<file path="config.mk">
export PLATFORM = sky130hd
export DESIGN_NAME = axis_autorange_map_deadzone_flat
export DESIGN_NICKNAME = d
export VERILOG_FILES = /design/src/rtl/aarm_pkg.sv /design/src/rtl/aarm_ifs.sv /design/src/rtl/axis_autorange_map_deadzone.sv /design/src/rtl/aarm_cfg_regs.sv /design/src/rtl/aarm_travel.sv /design/src/rtl/aarm_divider.sv /design/src/flat_wrapper.sv
export SDC_FILE = /design/constraint.sdc
export NUM_CORES = 1
export LEC_CHECK = 0
export CAP_MARGIN = 30
export CORE_ASPECT_RATIO = 1.25
export CORE_MARGIN = 1.5
export CORE_UTILIZATION = 70
export CTS_CLUSTER_SIZE = 20
export DETAILED_ROUTE_END_ITERATION = 12
export DONT_BUFFER_PORTS = 1
export GPL_TIMING_DRIVEN = 1
export PLACE_DENSITY_LB_ADDON = 0.3
export SLEW_MARGIN = 20
export SYNTH_ARGS = -nofsm -noshare
export SYNTH_HDL_FRONTEND = slang
export SYNTH_SLANG_ARGS = --single-unit
</file>
<file path="constraint.sdc">
create_clock -name clk -period 21.3 [get_ports clk]
set_input_delay 4.26 -clock clk [delete_from_list [all_inputs] [get_ports clk]]
set_output_delay 4.26 -clock clk [all_outputs]
set_load 0.005 [all_outputs]
</file>
<file path="src/rtl/aarm_pkg.sv">
// Shared types, constants and helper functions for the axis auto-range mapper.
// Used by the channel interfaces and by every module of the block.
package aarm_pkg;

	localparam int NUM_AXES    = 3;
	localparam int SAMPLE_BITS = 10;
	localparam int VAL_BITS    = 8;
	localparam int AXIS_BITS   = 2;
	localparam int CFG_IDX_W   = 4;
	localparam int AXIS_IDX_W  = (NUM_AXES > 1) ? $clog2(NUM_AXES) : 1;
	localparam int PROD_BITS   = SAMPLE_BITS + VAL_BITS;
	localparam int QCNT_W      = $clog2(VAL_BITS);
	localparam int SAMPLE_MAX  = (1 << SAMPLE_BITS) - 1;

	localparam int FS_RESET      = 255;
	localparam int DLOW_RESET    = 108;
	localparam int DHIGH_RESET   = 148;
	localparam int DCENTER_RESET = 128;
	localparam int MIN0_RESET    = 50;
	localparam int MAX0_RESET    = 950;
	localparam int MINN_RESET    = 200;
	localparam int MAXN_RESET    = 800;

	typedef logic [SAMPLE_BITS-1:0] sample_t;
	typedef logic [VAL_BITS-1:0]    val_t;
	typedef logic [AXIS_BITS-1:0]   axis_t;
	typedef logic [CFG_IDX_W-1:0]   cfg_idx_t;
	typedef logic [AXIS_IDX_W-1:0]  axis_idx_t;

	typedef enum logic [CFG_IDX_W-1:0] {
		REG_FULL_SCALE  = 4'd0,
		REG_DEAD_LOW    = 4'd1,
		REG_DEAD_HIGH   = 4'd2,
		REG_DEAD_CENTER = 4'd3
	} cfg_reg_t;

	typedef struct packed {
		val_t full_scale;
		val_t dead_low;
		val_t dead_high;
		val_t dead_center;
	} cfg_t;

	typedef struct packed {
		sample_t lo;
		sample_t hi;
	} travel_t;

	// Reset values that do not fit the sample width saturate to full scale.
	function automatic sample_t sat_sample(int unsigned v);
		return (v > SAMPLE_MAX) ? sample_t'(SAMPLE_MAX) : sample_t'(v);
	endfunction

	function automatic sample_t travel_min_reset(int unsigned axis);
		return sat_sample((axis == 0) ? MIN0_RESET : MINN_RESET);
	endfunction

	function automatic sample_t travel_max_reset(int unsigned axis);
		return sat_sample((axis == 0) ? MAX0_RESET : MAXN_RESET);
	endfunction

endpackage

</file>
<file path="src/rtl/aarm_ifs.sv">
// Valid/ready channel interfaces: sample input, mapped result output, register writes.
// Depends on aarm_pkg for the payload types.
interface aarm_in_if;
	import aarm_pkg::*;
	logic    valid;
	logic    ready;
	axis_t   axis_id;
	sample_t sample;
	modport source (output valid, output axis_id, output sample, input ready);
	modport sink (input valid, input axis_id, input sample, output ready);
endinterface

interface aarm_out_if;
	import aarm_pkg::*;
	logic  valid;
	logic  ready;
	axis_t axis_out;
	val_t  mapped_value;
	modport source (output valid, output axis_out, output mapped_value, input ready);
	modport sink (input valid, input axis_out, input mapped_value, output ready);
endinterface

interface aarm_cfg_if;
	import aarm_pkg::*;
	logic     valid;
	logic     ready;
	cfg_idx_t index;
	val_t     data;
	modport source (output valid, output index, output data, input ready);
	modport sink (input valid, input index, input data, output ready);
endinterface

</file>
<file path="src/rtl/axis_autorange_map_deadzone.sv">
// Top level of the auto-ranging joystick axis mapper with a central dead band.
// Depends on aarm_pkg, the channel interfaces, aarm_cfg_regs, aarm_travel, aarm_divider.
//
// Channel  | Direction | Payload                        | Handshake
// ---------+-----------+--------------------------------+-------------
// samples  | in        | axis_id[1:0], sample[9:0]      | valid/ready
// results  | out       | axis_out[1:0], mapped_value[7:0]| valid/ready
// cfg      | in        | index[3:0], data[7:0]          | valid/ready
//
// A request on a valid axis passes the travel update and operand step, the multiply
// step, the quotient steps of the shared one-bit-per-cycle divider, a step that
// takes the quotient and a finish step, then returns to the idle state that
// accepts the next request. A request on an axis number past the last axis
// goes from the idle state straight to the finish step.
// The result sits in an output register, so a new request is taken while an
// earlier result still waits; the finish step stalls only while that register is
// full and the sink is not ready. arst_n clears the control state, the registers and
// the travel store to their reset values at once; there is no clearing pass.
module axis_autorange_map_deadzone (
	input logic        clk,
	input logic        arst_n,
	aarm_in_if.sink    samples,
	aarm_out_if.source results,
	aarm_cfg_if.sink   cfg
);
	import aarm_pkg::*;

	// Sequencer states, one-hot.
	typedef enum logic [4:0] {
		S_IDLE   = 5'b00001,
		S_UPDATE = 5'b00010,
		S_LAUNCH = 5'b00100,
		S_WAIT   = 5'b01000,
		S_FINISH = 5'b10000
	} state_t;

	state_t  state_q;
	axis_t   axis_q;
	sample_t sample_q;
	sample_t off_q;
	sample_t span_q;
	logic    nz_q;
	logic    bypass_q;
	val_t    raw_q;

	logic    out_valid_q;
	axis_t   out_axis_q;
	val_t    out_value_q;

	cfg_t    cfg_regs;
	travel_t trav;
	logic    div_done;
	val_t    div_quot;

	logic    accept;
	logic    axis_ok;
	sample_t span_c;
	sample_t off_c;
	logic    nz_c;
	logic    in_band;
	val_t    final_value;
	logic    out_free;
	logic    load_out;

	aarm_cfg_regs u_cfg (
		.clk    (clk),
		.arst_n (arst_n),
		.cfg    (cfg),
		.regs   (cfg_regs)
	);

	// The travel store is written once per request on a valid axis, in the update state.
	aarm_travel u_travel (
		.clk    (clk),
		.arst_n (arst_n),
		.upd    (state_q == S_UPDATE),
		.axis   (axis_q),
		.sample (sample_q),
		.trav   (trav)
	);

	aarm_divider u_div (
		.clk    (clk),
		.arst_n (arst_n),
		.start  (state_q == S_LAUNCH),
		.scale  (cfg_regs.full_scale),
		.off    (off_q),
		.span   (span_q),
		.done   (div_done),
		.quot   (div_quot)
	);

	assign samples.ready = (state_q == S_IDLE);
	assign accept        = samples.valid && samples.ready;
	assign axis_ok       = (int'(samples.axis_id) < NUM_AXES);

	// Offset and span from the freshly updated travel limits. The offset is
	// clamped to the span so the quotient never exceeds the full scale.
	always_comb begin
		span_c = trav.hi - trav.lo;
		off_c  = sample_q - trav.lo;
		nz_c   = (trav.hi > trav.lo) && (sample_q >= trav.lo);
		if (off_c > span_c) begin
			off_c = span_c;
		end
	end

	// Dead band substitution. An out-of-range axis reports zero untouched.
	always_comb begin
		in_band     = !bypass_q && (raw_q >= cfg_regs.dead_low) &&
		              (raw_q <= cfg_regs.dead_high);
		final_value = in_band ? cfg_regs.dead_center : raw_q;
	end

	assign out_free = !out_valid_q || results.ready;
	assign load_out = (state_q == S_FINISH) && out_free;

	always_ff @(posedge clk or negedge arst_n) begin
		if (!arst_n) begin
			state_q <= S_IDLE;
		end else begin
			case (state_q)
				S_IDLE: begin
					if (accept) begin
						state_q <= axis_ok ? S_UPDATE : S_FINISH;
					end
				end
				S_UPDATE: state_q <= S_LAUNCH;
				S_LAUNCH: state_q <= S_WAIT;
				S_WAIT: begin
					if (div_done) begin
						state_q <= S_FINISH;
					end
				end
				S_FINISH: begin
					if (out_free) begin
						state_q <= S_IDLE;
					end
				end
				default: state_q <= S_IDLE;
			endcase
		end
	end

	always_ff @(posedge clk) begin
		if (accept) begin
			axis_q   <= samples.axis_id;
			sample_q <= samples.sample;
			bypass_q <= !axis_ok;
			raw_q    <= '0;
		end
		if (state_q == S_UPDATE) begin
			off_q  <= off_c;
			span_q <= span_c;
			nz_q   <= nz_c;
		end
		if (state_q == S_WAIT && div_done) begin
			raw_q <= nz_q ? div_quot : '0;
		end
	end

	// Output register: holds a finished result until the sink takes it.
	always_ff @(posedge clk or negedge arst_n) begin
		if (!arst_n) begin
			out_valid_q <= 1'b0;
		end else if (load_out) begin
			out_valid_q <= 1'b1;
		end else if (results.ready) begin
			out_valid_q <= 1'b0;
		end
	end

	always_ff @(posedge clk) begin
		if (load_out) begin
			out_axis_q  <= axis_q;
			out_value_q <= final_value;
		end
	end

	assign results.valid        = out_valid_q;
	assign results.axis_out     = out_axis_q;
	assign results.mapped_value = out_value_q;

`ifndef SYNTH
	// The divider only finishes while the sequencer is waiting for it.
	a_done_in_wait: assert property (@(posedge clk) disable iff (!arst_n)
		div_done |-> state_q == S_WAIT)
		else $error("divider finished outside the wait state");

	// Travel limits keep a strictly positive span after every update.
	a_span_positive: assert property (@(posedge clk) disable iff (!arst_n)
		state_q == S_UPDATE |-> trav.hi > trav.lo)
		else $error("travel maximum not above travel minimum");

	// The clamped offset keeps the quotient within the full scale.
	a_quot_bound: assert property (@(posedge clk) disable iff (!arst_n)
		(div_done && nz_q) |-> div_quot <= cfg_regs.full_scale)
		else $error("quotient above full scale");

	// A finish step that loads the output register shows a result next cycle.
	a_load_shows: assert property (@(posedge clk) disable iff (!arst_n)
		load_out |=> results.valid && state_q == S_IDLE)
		else $error("loaded result not presented");
`endif

endmodule

</file>
<file path="src/rtl/aarm_cfg_regs.sv">
// Configuration register file: full scale and the three dead band settings.
// Depends on aarm_pkg and the aarm_cfg_if interface.
module aarm_cfg_regs (
	input  logic          clk,
	input  logic          arst_n,
	aarm_cfg_if.sink      cfg,
	output aarm_pkg::cfg_t regs
);
	import aarm_pkg::*;

	cfg_t regs_q;

	assign cfg.ready = 1'b1;
	assign regs      = regs_q;

	// Writes to indexes past the last register are dropped.
	always_ff @(posedge clk or negedge arst_n) begin
		if (!arst_n) begin
			regs_q.full_scale  <= val_t'(FS_RESET);
			regs_q.dead_low    <= val_t'(DLOW_RESET);
			regs_q.dead_high   <= val_t'(DHIGH_RESET);
			regs_q.dead_center <= val_t'(DCENTER_RESET);
		end else if (cfg.valid) begin
			case (cfg_reg_t'(cfg.index))
				REG_FULL_SCALE:  regs_q.full_scale  <= cfg.data;
				REG_DEAD_LOW:    regs_q.dead_low    <= cfg.data;
				REG_DEAD_HIGH:   regs_q.dead_high   <= cfg.data;
				REG_DEAD_CENTER: regs_q.dead_center <= cfg.data;
				default: ;
			endcase
		end
	end

endmodule

</file>
<file path="src/rtl/aarm_travel.sv">
// Per-axis travel minimum and maximum store with its update rule.
// Depends on aarm_pkg.
module aarm_travel (
	input  logic              clk,
	input  logic              arst_n,
	input  logic              upd,
	input  aarm_pkg::axis_t   axis,
	input  aarm_pkg::sample_t sample,
	output aarm_pkg::travel_t trav
);
	import aarm_pkg::*;

	sample_t   min_q [NUM_AXES];
	sample_t   max_q [NUM_AXES];
	axis_idx_t idx;
	logic      sel_ok;
	sample_t   cur_lo;
	sample_t   cur_hi;

	assign idx    = axis[AXIS_IDX_W-1:0];
	assign sel_ok = (int'(idx) < NUM_AXES);

	always_comb begin
		cur_lo = sel_ok ? min_q[idx] : '0;
		cur_hi = sel_ok ? max_q[idx] : '0;
		// A new maximum takes precedence; the minimum moves only otherwise.
		trav.hi = (sample > cur_hi) ? sample : cur_hi;
		trav.lo = (sample <= cur_hi && sample < cur_lo) ? sample : cur_lo;
	end

	always_ff @(posedge clk or negedge arst_n) begin
		if (!arst_n) begin
			for (int i = 0; i < NUM_AXES; i++) begin
				min_q[i] <= travel_min_reset(i);
				max_q[i] <= travel_max_reset(i);
			end
		end else if (upd && sel_ok) begin
			min_q[idx] <= trav.lo;
			max_q[idx] <= trav.hi;
		end
	end

endmodule

</file>
<file path="src/rtl/aarm_divider.sv">
// Shared scale-and-divide unit: one registered multiply, then a restoring
// divider that produces one quotient bit per cycle. Depends on aarm_pkg.
module aarm_divider (
	input  logic              clk,
	input  logic              arst_n,
	input  logic              start,
	input  aarm_pkg::val_t    scale,
	input  aarm_pkg::sample_t off,
	input  aarm_pkg::sample_t span,
	output logic              done,
	output aarm_pkg::val_t    quot
);
	import aarm_pkg::*;

	typedef enum logic [1:0] {
		D_IDLE = 2'b01,
		D_STEP = 2'b10
	} dstate_t;

	dstate_t                 state_q;
	logic [QCNT_W-1:0]       cnt_q;
	sample_t                 rem_q;
	val_t                    low_q;
	sample_t                 span_q;
	val_t                    quot_q;
	logic                    done_q;
	logic [PROD_BITS-1:0]    prod;
	logic [SAMPLE_BITS:0]    trial;
	logic [SAMPLE_BITS:0]    diff;
	logic                    ge;

	assign prod  = PROD_BITS'(scale) * PROD_BITS'(off);
	assign trial = {rem_q, low_q[VAL_BITS-1]};
	assign ge    = (trial >= {1'b0, span_q});
	assign diff  = trial - {1'b0, span_q};
	assign done  = done_q;
	assign quot  = quot_q;

	always_ff @(posedge clk or negedge arst_n) begin
		if (!arst_n) begin
			state_q <= D_IDLE;
			cnt_q   <= '0;
			done_q  <= 1'b0;
		end else begin
			done_q <= 1'b0;
			case (state_q)
				D_IDLE: begin
					if (start) begin
						state_q <= D_STEP;
						cnt_q   <= '0;
					end
				end
				D_STEP: begin
					cnt_q <= cnt_q + 1'b1;
					if (cnt_q == QCNT_W'(VAL_BITS - 1)) begin
						state_q <= D_IDLE;
						done_q  <= 1'b1;
					end
				end
				default: state_q <= D_IDLE;
			endcase
		end
	end

	// The upper product bits start as the partial remainder; they stay below
	// the span because the quotient never exceeds the full scale.
	always_ff @(posedge clk) begin
		if (state_q == D_IDLE && start) begin
			rem_q  <= prod[PROD_BITS-1:VAL_BITS];
			low_q  <= prod[VAL_BITS-1:0];
			span_q <= span;
		end else if (state_q == D_STEP) begin
			rem_q  <= ge ? diff[SAMPLE_BITS-1:0] : trial[SAMPLE_BITS-1:0];
			low_q  <= {low_q[VAL_BITS-2:0], 1'b0};
			quot_q <= {quot_q[VAL_BITS-2:0], ge};
		end
	end

endmodule
</file>
<file path="src/flat_wrapper.sv">
// flat-port wrapper written by rule: the top's interface ports become plain ports
module axis_autorange_map_deadzone_flat import aarm_pkg::*;
  (clk, arst_n, samples_valid, samples_axis_id, samples_sample, samples_ready, results_valid, results_axis_out, results_mapped_value, results_ready, cfg_valid, cfg_index, cfg_data, cfg_ready);
  aarm_in_if samples_i ();
  aarm_out_if results_i ();
  aarm_cfg_if cfg_i ();
  input logic clk;
  input logic arst_n;
  input wire logic [$bits(samples_i.valid)-1:0] samples_valid;
  input wire logic [$bits(samples_i.axis_id)-1:0] samples_axis_id;
  input wire logic [$bits(samples_i.sample)-1:0] samples_sample;
  output wire logic [$bits(samples_i.ready)-1:0] samples_ready;
  output wire logic [$bits(results_i.valid)-1:0] results_valid;
  output wire logic [$bits(results_i.axis_out)-1:0] results_axis_out;
  output wire logic [$bits(results_i.mapped_value)-1:0] results_mapped_value;
  input wire logic [$bits(results_i.ready)-1:0] results_ready;
  input wire logic [$bits(cfg_i.valid)-1:0] cfg_valid;
  input wire logic [$bits(cfg_i.index)-1:0] cfg_index;
  input wire logic [$bits(cfg_i.data)-1:0] cfg_data;
  output wire logic [$bits(cfg_i.ready)-1:0] cfg_ready;
  assign samples_i.valid = samples_valid;
  assign samples_i.axis_id = samples_axis_id;
  assign samples_i.sample = samples_sample;
  assign samples_ready = samples_i.ready;
  assign results_valid = results_i.valid;
  assign results_axis_out = results_i.axis_out;
  assign results_mapped_value = results_i.mapped_value;
  assign results_i.ready = results_ready;
  assign cfg_i.valid = cfg_valid;
  assign cfg_i.index = cfg_index;
  assign cfg_i.data = cfg_data;
  assign cfg_ready = cfg_i.ready;
  axis_autorange_map_deadzone u_core (.clk(clk), .arst_n(arst_n), .samples(samples_i), .results(results_i), .cfg(cfg_i));
endmodule
</file>
==> results of run 1 <==
[worst max-delay path by stage]
stage | from | to | slack (ns) | cells past startpoint
after global placement | u_core.axis_q[0] | u_core.off_q[8] | 13.43 | 28
after CTS | u_core.axis_q[0] | u_core.off_q[1] | 12.98 | 28
final | u_core.axis_q[0] | u_core.off_q[1] | 12.93 | 29
after global routing | u_core.axis_q[0] | u_core.off_q[3] | 12.38 | 26
after detailed placement | u_core.axis_q[0] | u_core.off_q[1] | 13.06 | 28
after floorplan | u_core.axis_q[1] | u_core.off_q[8] | 14.20 | 32
[stage by stage]
step / area, sq um / utilization / instances
detailed placement: 12900 / 0.732 / 1392
finish: 13500 / 0.766 / 1427
global placement: 12900 / 0.731 / 1391
CTS: 13500 / 0.764 / 1424
global route: 13500 / 0.766 / 1427
floorplan: 12700 / - / 1203
[registers in the layout (all words and copies together), names as in the netlist, 2 cells and up]
name                         cells
u_core.u_cfg.regs               32
u_core.u_travel.max_q           30
u_core.u_travel.min_q           30
u_core.off_q                    10
u_core.sample_q                 10
u_core.span_q                   10
u_core.u_div.rem_q              10
u_core.u_div.span_q             10
u_core.raw_q                     8
u_core.results.mapped_value      8
u_core.u_div.low_q               8
u_core.u_div.quot                8
u_core.state_q                   5
u_core.u_div.cnt_q               3
u_core.axis_q                    2
u_core.results.axis_out          2
u_core.u_div.state_q             2
[cell families (layout without fill, tap and decap cells)]
group,Yosys count,count (layout)
AOI/OAI and AO/OA,212,212
buffers and inverters,165,165
other,1,1
and+or+nand+nor,330,330
DFF,192,192
xor gates and xnor gates,34,34
muxes,104,104
adders and majority gates,165,165
[layout make-up]
cell class,count,area (sq um),share of cell area
clock inverters,12,118,0.00871
well taps,224,280,0.0208
inverters,124,465,0.0345
flip-flops and latches,192,5300,0.392
multi-input cells,846,6810,0.504
repair buffers,9,78.8,0.00584
clock buffers,20,458,0.0339
[layout by cell type, fill, tap and decap left out, types with 3 or more instances in the layout]
master	count
sky130_fd_sc_hd__nor3_1	11
sky130_fd_sc_hd__dfrtp_1	64
sky130_fd_sc_hd__o21ai_1	18
sky130_fd_sc_hd__o21ai_0	67
sky130_fd_sc_hd__inv_6	3
sky130_fd_sc_hd__a31oi_1	3
sky130_fd_sc_hd__a221oi_1	3
sky130_fd_sc_hd__nor2_1	43
sky130_fd_sc_hd__and3_1	5
sky130_fd_sc_hd__nand4_1	14
sky130_fd_sc_hd__o2111ai_1	3
sky130_fd_sc_hd__nand2b_1	14
sky130_fd_sc_hd__inv_8	3
sky130_fd_sc_hd__inv_1	124
sky130_fd_sc_hd__mux2_1	4
sky130_fd_sc_hd__a21oi_1	44
sky130_fd_sc_hd__nor2b_1	13
sky130_fd_sc_hd__o21a_1	16
sky130_fd_sc_hd__buf_4	7
sky130_fd_sc_hd__a21o_1	22
sky130_fd_sc_hd__mux2_2	65
sky130_fd_sc_hd__nor3b_1	3
sky130_fd_sc_hd__xor2_1	13
sky130_fd_sc_hd__edfxtp_1	88
sky130_fd_sc_hd__xnor2_1	20
sky130_fd_sc_hd__nand3b_1	5
sky130_fd_sc_hd__a21boi_0	4
sky130_fd_sc_hd__dfstp_2	40
sky130_fd_sc_hd__and2_1	50
sky130_fd_sc_hd__nand3_1	7
sky130_fd_sc_hd__mux2i_1	35
sky130_fd_sc_hd__nand2_1	155
sky130_fd_sc_hd__ha_1	111
sky130_fd_sc_hd__clkbuf_16	18
sky130_fd_sc_hd__fa_1	51
[routing by layer]
metal | vias to the layer above | track usage
li1 | 4120 | -
met1 | 4283 | 0.336
met4 | 0 | 0.169
met3 | 93 | 0.0501
met2 | 294 | 0.540
met5 | - | 0
==> summary.md, run 1 <==
| Metric | Value |
|---|---|
| Outcome | `completed` |
| Crit path arrival time | `8.56 ns` |
| Starting Density | `0.722` |
| Layout fillers | `1085` |
| Wl on met1 | `10.2 mm` |
| Port buffer count | `0` |
| Most frequent cells after synthesis | `sky130_fd_sc_hd__nand2_1 (155), sky130_fd_sc_hd__inv_1 (123), sky130_fd_sc_hd__ha_1 (111)` |
| Yosys cell types | `72` |
| Worst hold endpoint | `u_core.u_div.span_q[6]` |
| Worst setup SP type | `flip-flop` |
| Total count of max-transition violations in the final report | `0` |
| Slew margin rel. | `0.416` |
| Remaining DRCs | `0` |
| Global placer's final weighted congestion | `1.04` |
| Delay-heaviest family, CP | `compound AO/OA/AOI/OAI gates` |
| Worst Path Buf+Inv | `4` |
| Prevailing post-synth register cell | `sky130_fd_sc_hd__edfxtp_1` |
| CTS Root Cell | `sky130_fd_sc_hd__clkbuf_16` |
| HPWL after detailed placement | `20.1 mm` |
| Setup Crit Path Kind | `reg2reg` |
| Ant. Diodes | `0` |
| Pre-CTS setup slack | `13.06 ns` |
| Hold Path Depth | `0` |
| Layout area overhead | `6.16%` |
| Fraction of final layout cells with drive strength greater than 1 | `0.132` |
| Critical path required time | `21.48 ns` |
| Uppermost layer routed | `met4` |
| Fraction of registers with async set/reset | `0.542` |
| Tightest Hold Check Type | `reg2reg` |
| Vias per inst | `6.16` |
| Y dimension of the die | `154 um` |
| Register-to-register setup slack | `12.93 ns` |
| Max-Cap Viols | `0` |
| CTS tree | `done` |
| Initial DRT Pass Iterations | `5` |
| Hold bufs inserted after CTS | `0` |
| Total vias in the final route | `8790` |
| Cell type contributing the most total cell area after synthesis | `sky130_fd_sc_hd__edfxtp_1` |
| Clock transition time at the flip-flop clock pins of the worst setup and hold paths | `0.08 ns` |
| Synthesized area per cell | `10.6 sq um` |
| Net count, final | `1381` |
| Final worst clock skew | `0.0128 ns` |
| Vias in the first global route | `9238` |
| Quantity of gates resized following cts | `0` |
| Worst Hold Slack | `0.421 ns` |
| Critical path's largest stage delay | `0.93 ns` |
| Total Routing Usage GR | `0.303` |
| Worst Reg2Reg Path Length in Cells | `29` |
| Met2 wire len | `14.1 mm` |
| Post-Syn Instances | `1203` |
| XOR/XNOR Fraction of Synth Area | `0.0240` |
| Largest net degree at the start of global routing | `105` |
| CTS max path bufs | `2` |
| Minimum setup slack in the final design | `12.93 ns` |
| Maximum fanout count along the critical path | `27` |
| Library cell contributing the largest single delay on the critical path | `sky130_fd_sc_hd__edfxtp_1` |
| Fraction of the mapped netlist area in simple logic gates | `0.124` |
| Overflow after GRT | `0` |
| Sequential fraction of the synthesis area | `0.416` |
| Number of hold violations in the final report | `0` |
| Floorplan core area | `17600 sq um` |
| Fmax | `0.119 GHz` |
| Total Die Area | `19000 sq um` |
| Die Wd | `124 um` |
| Tightest Pin Transition | `0.876 ns` |
| Number of setup violations in the final report | `0` |
| Post-synth net total | `1394` |
| Fraction of synthesized area in multiplexers | `0.0886` |
| Time the final worst path needs with I/O delays and setup | `8.37 ns` |
| Clock Sink Count | `192` |
| Average detailed-routed wire length per instance | `19.0 um` |
| Number of antenna-violating nets in the routed design | `0` |
| Number of buffers inserted by post-CTS setup repair | `0` |
| Arithmetic-cell share of the synthesized area counting full adders, half adders and majority gates | `0.192` |
| Top post-synthesis cells by area | `sky130_fd_sc_hd__edfxtp_1 (21%), sky130_fd_sc_hd__dfrtp_1 (13%), sky130_fd_sc_hd__ha_1 (11%)` |
| Violation count after the first detailed-route iteration | `591` |
| DR WL met3 | `1.16 mm` |
| Fraction of the mapped netlist area in compound gates | `0.105` |
| Synthesized flop and latch total | `192` |
| Critical register-to-register path endpoint | `u_core.off_q[1]` |
| RSZ-0062 raised after global routing | `no` |
| Clock buffers created by TritonCTS | `17` |
| Depth of the CTS H-tree | `4` |
| Startpoint of the worst-slack reg-to-reg timing path | `u_core.axis_q[0]` |
| Count leader, synth | `sky130_fd_sc_hd__nand2_1` |
| I/O pin cnt | `42` |
| Final period utilization | `0.393` |
| Wire length of the first global-routing pass | `44.2 mm` |
| Setup TNS Final | `0 ns` |
| Cell area after synthesis | `12700 sq um` |
| Clock latency on the worst-skew pair | `0.44 ns` |
| Top cell type's share of synthesized area | `0.208` |
| Rows | `54` |
| Start point of the worst min-delay path | `u_core.span_q[6]` |
| Syn. warnings | `0` |
| Critical Path Sink Type | `flip-flop` |
| Post-synth EDFFs | `88` |
| Antenna violations before repair | `0` |
| Total wire length | `27.1 mm` |
| Largest family of logic cells by synthesized area | `adder cells` |
Power of run 1 is left out: the tool's default activity adds up to more than one toggle a clock period on the data nets, which glitch-free logic cannot reach.
==> run 2, diff against run 1 <==
--- a/config.mk
+++ b/config.mk
@@ -8,7 +8,7 @@
 export CAP_MARGIN = 30
 export CORE_ASPECT_RATIO = 1.25
 export CORE_MARGIN = 1.5
-export CORE_UTILIZATION = 70
+export CORE_UTILIZATION = 65
 export CTS_CLUSTER_SIZE = 20
 export DETAILED_ROUTE_END_ITERATION = 12
 export DONT_BUFFER_PORTS = 1
==> constraint.sdc (replaced) <==
create_clock -name clk -period 8.7 [get_ports clk]
set_input_delay 1.74 -clock clk [delete_from_list [all_inputs] [get_ports clk]]
set_output_delay 1.74 -clock clk [all_outputs]
set_load 0.005 [all_outputs]
==> summary.md, run 2 (synthesis results as in run 1) <==
| Metric | Value |
|---|---|
| Clock transition time at the flip-flop clock pins of the worst setup and hold paths | `0.08 ns` |
| Library cell contributing the largest single delay on the critical path | `sky130_fd_sc_hd__nor2_1` |
| Overflow after GRT | `0` |
| Worst Path Buf+Inv | `4` |
| Remaining DRCs | `0` |
| Antenna violations before repair | `0` |
| Number of antenna-violating nets in the routed design | `0` |
| Number of flip-flops under the largest register name | `32` |
| Setup Crit Path Kind | `reg2reg` |
| Floorplan core area | `19300 sq um` |
| Outcome | `completed` |
| Fmax | `0.136 GHz` |
| RSZ-0062 raised after global routing | `no` |
| Total count of max-transition violations in the final report | `0` |
| Violation count after the first detailed-route iteration | `603` |
| Die Wd | `128 um` |
| Tightest Hold Check Type | `reg2reg` |
| Global placer's final weighted congestion | `0.931` |
| Average detailed-routed wire length per instance | `17.7 um` |
| Port buffer count | `0` |
| Number of buffers inserted by post-CTS setup repair | `0` |
| Wire length of the first global-routing pass | `43.3 mm` |
| Ant. Diodes | `0` |
| Crit path arrival time | `7.55 ns` |
| Number of hold violations in the final report | `0` |
| Delay-heaviest family, CP | `compound AO/OA/AOI/OAI gates` |
| Setup TNS Final | `0 ns` |
| Total Routing Usage GR | `0.273` |
| Slew margin rel. | `0.433` |
| Clock buffers created by TritonCTS | `17` |
| Commonest cells after routing, fill and taps aside | `sky130_fd_sc_hd__nand2_1 (155), sky130_fd_sc_hd__inv_1 (123), sky130_fd_sc_hd__ha_1 (111)` |
| Layout fillers | `1393` |
| Total wire length | `26.1 mm` |
| Fraction of final layout cells with drive strength greater than 1 | `0.136` |
| Max-Cap Viols | `0` |
| Final worst clock skew | `0.0166 ns` |
| Critical Path Sink Type | `flip-flop` |
| Clock latency on the worst-skew pair | `0.44 ns` |
| Maximum fanout count along the critical path | `11` |
| Y dimension of the die | `159 um` |
| Rows | `57` |
| Hold bufs inserted after CTS | `0` |
| Tightest Pin Transition | `0.849 ns` |
| Critical path required time | `8.89 ns` |
| Layout area overhead | `7.20%` |
| Total vias in the final route | `8586` |
| Largest net degree at the start of global routing | `105` |
| Time the final worst path needs with I/O delays and setup | `7.36 ns` |
| Number of setup violations in the final report | `0` |
| Starting Density | `0.658` |
| Net count, final | `1384` |
| CTS Root Cell | `sky130_fd_sc_hd__clkbuf_16` |
| I/O pin cnt | `42` |
| CTS max path bufs | `2` |
| HPWL after detailed placement | `19.7 mm` |
| Critical path's largest stage delay | `0.55 ns` |
| Most common cell after layout, fill and taps aside | `sky130_fd_sc_hd__nand2_1` |
| Vias in the first global route | `8956` |
| Vias per inst | `5.84` |
| Quantity of gates resized following cts | `0` |
| Total Die Area | `20400 sq um` |
| Depth of the CTS H-tree | `4` |
| Final period utilization | `0.846` |
| Clock Sink Count | `192` |
| Initial DRT Pass Iterations | `6` |
| Worst setup SP type | `flip-flop` |
| CTS tree | `done` |
==> run 2: changes by cell type in the layout (fill, tap and decap cells not counted), sizes merged <==
| cell | before | now |
|---|---|---|
| buf | 9 | 11 |
| clkinvlp | 1 | 0 |
| clkinv | 3 | 8 |
| inv | 132 | 129 |
==> run 2: worst paths after layout <==
kind / from / end / slack (ns) / depth (start not counted)
setup reg to reg: u_core.axis_q[1] / u_core.off_q[2] / 1.34 / 29
max in group asynchronous: arst_n / u_core.u_cfg.regs[21] / 7.46 / 0
min in group asynchronous: arst_n / u_core.u_travel.max_q[26] / 0.99 / 0
hold reg to reg: u_core.span_q[2] / u_core.u_div.span_q[2] / 0.42 / 0
hold / removal: u_core.span_q[2] / u_core.u_div.span_q[2] / 0.42 / 0
setup / recovery: u_core.axis_q[1] / u_core.off_q[2] / 1.34 / 29
==> run 2: layer usage <==
metal	wire length, um	vias up	global-route usage
li1	-	4119	-
met1	10500	4199	0.315
met2	13800	198	0.497
met3	843	70	0.0420
met4	1010	0	0.122
met5	0	-	0
==> run 2: final cells by class <==
cell class | instances | area, sq um | share of cell area
Clock buffer | 19 | 454 | 0.0333
Inverter | 124 | 465 | 0.0341
Tap cell | 265 | 332 | 0.0243
Multi-Input combinational cell | 846 | 6810 | 0.499
Sequential cell | 192 | 5300 | 0.388
Clock inverter | 13 | 144 | 0.0105
Timing Repair Buffer | 12 | 138 | 0.0101
==> run 2: stage by stage <==
stage          hold slack (ns)  area [sq um]  utilization  setup WS [ns]  instances
2_1_floorplan            0.400         12700            -           1.60       1203
3_3_place_gp             0.402         12900        0.670           1.15       1433
3_5_place_dp             0.405         13000        0.674           1.28       1437
4_1_cts                  0.419         13600        0.705           1.16       1469
5_1_grt                  0.427         13600        0.706          0.958       1471
6_report                 0.421         13600        0.706           1.34       1471
Power of run 2 is left out for the same reason.
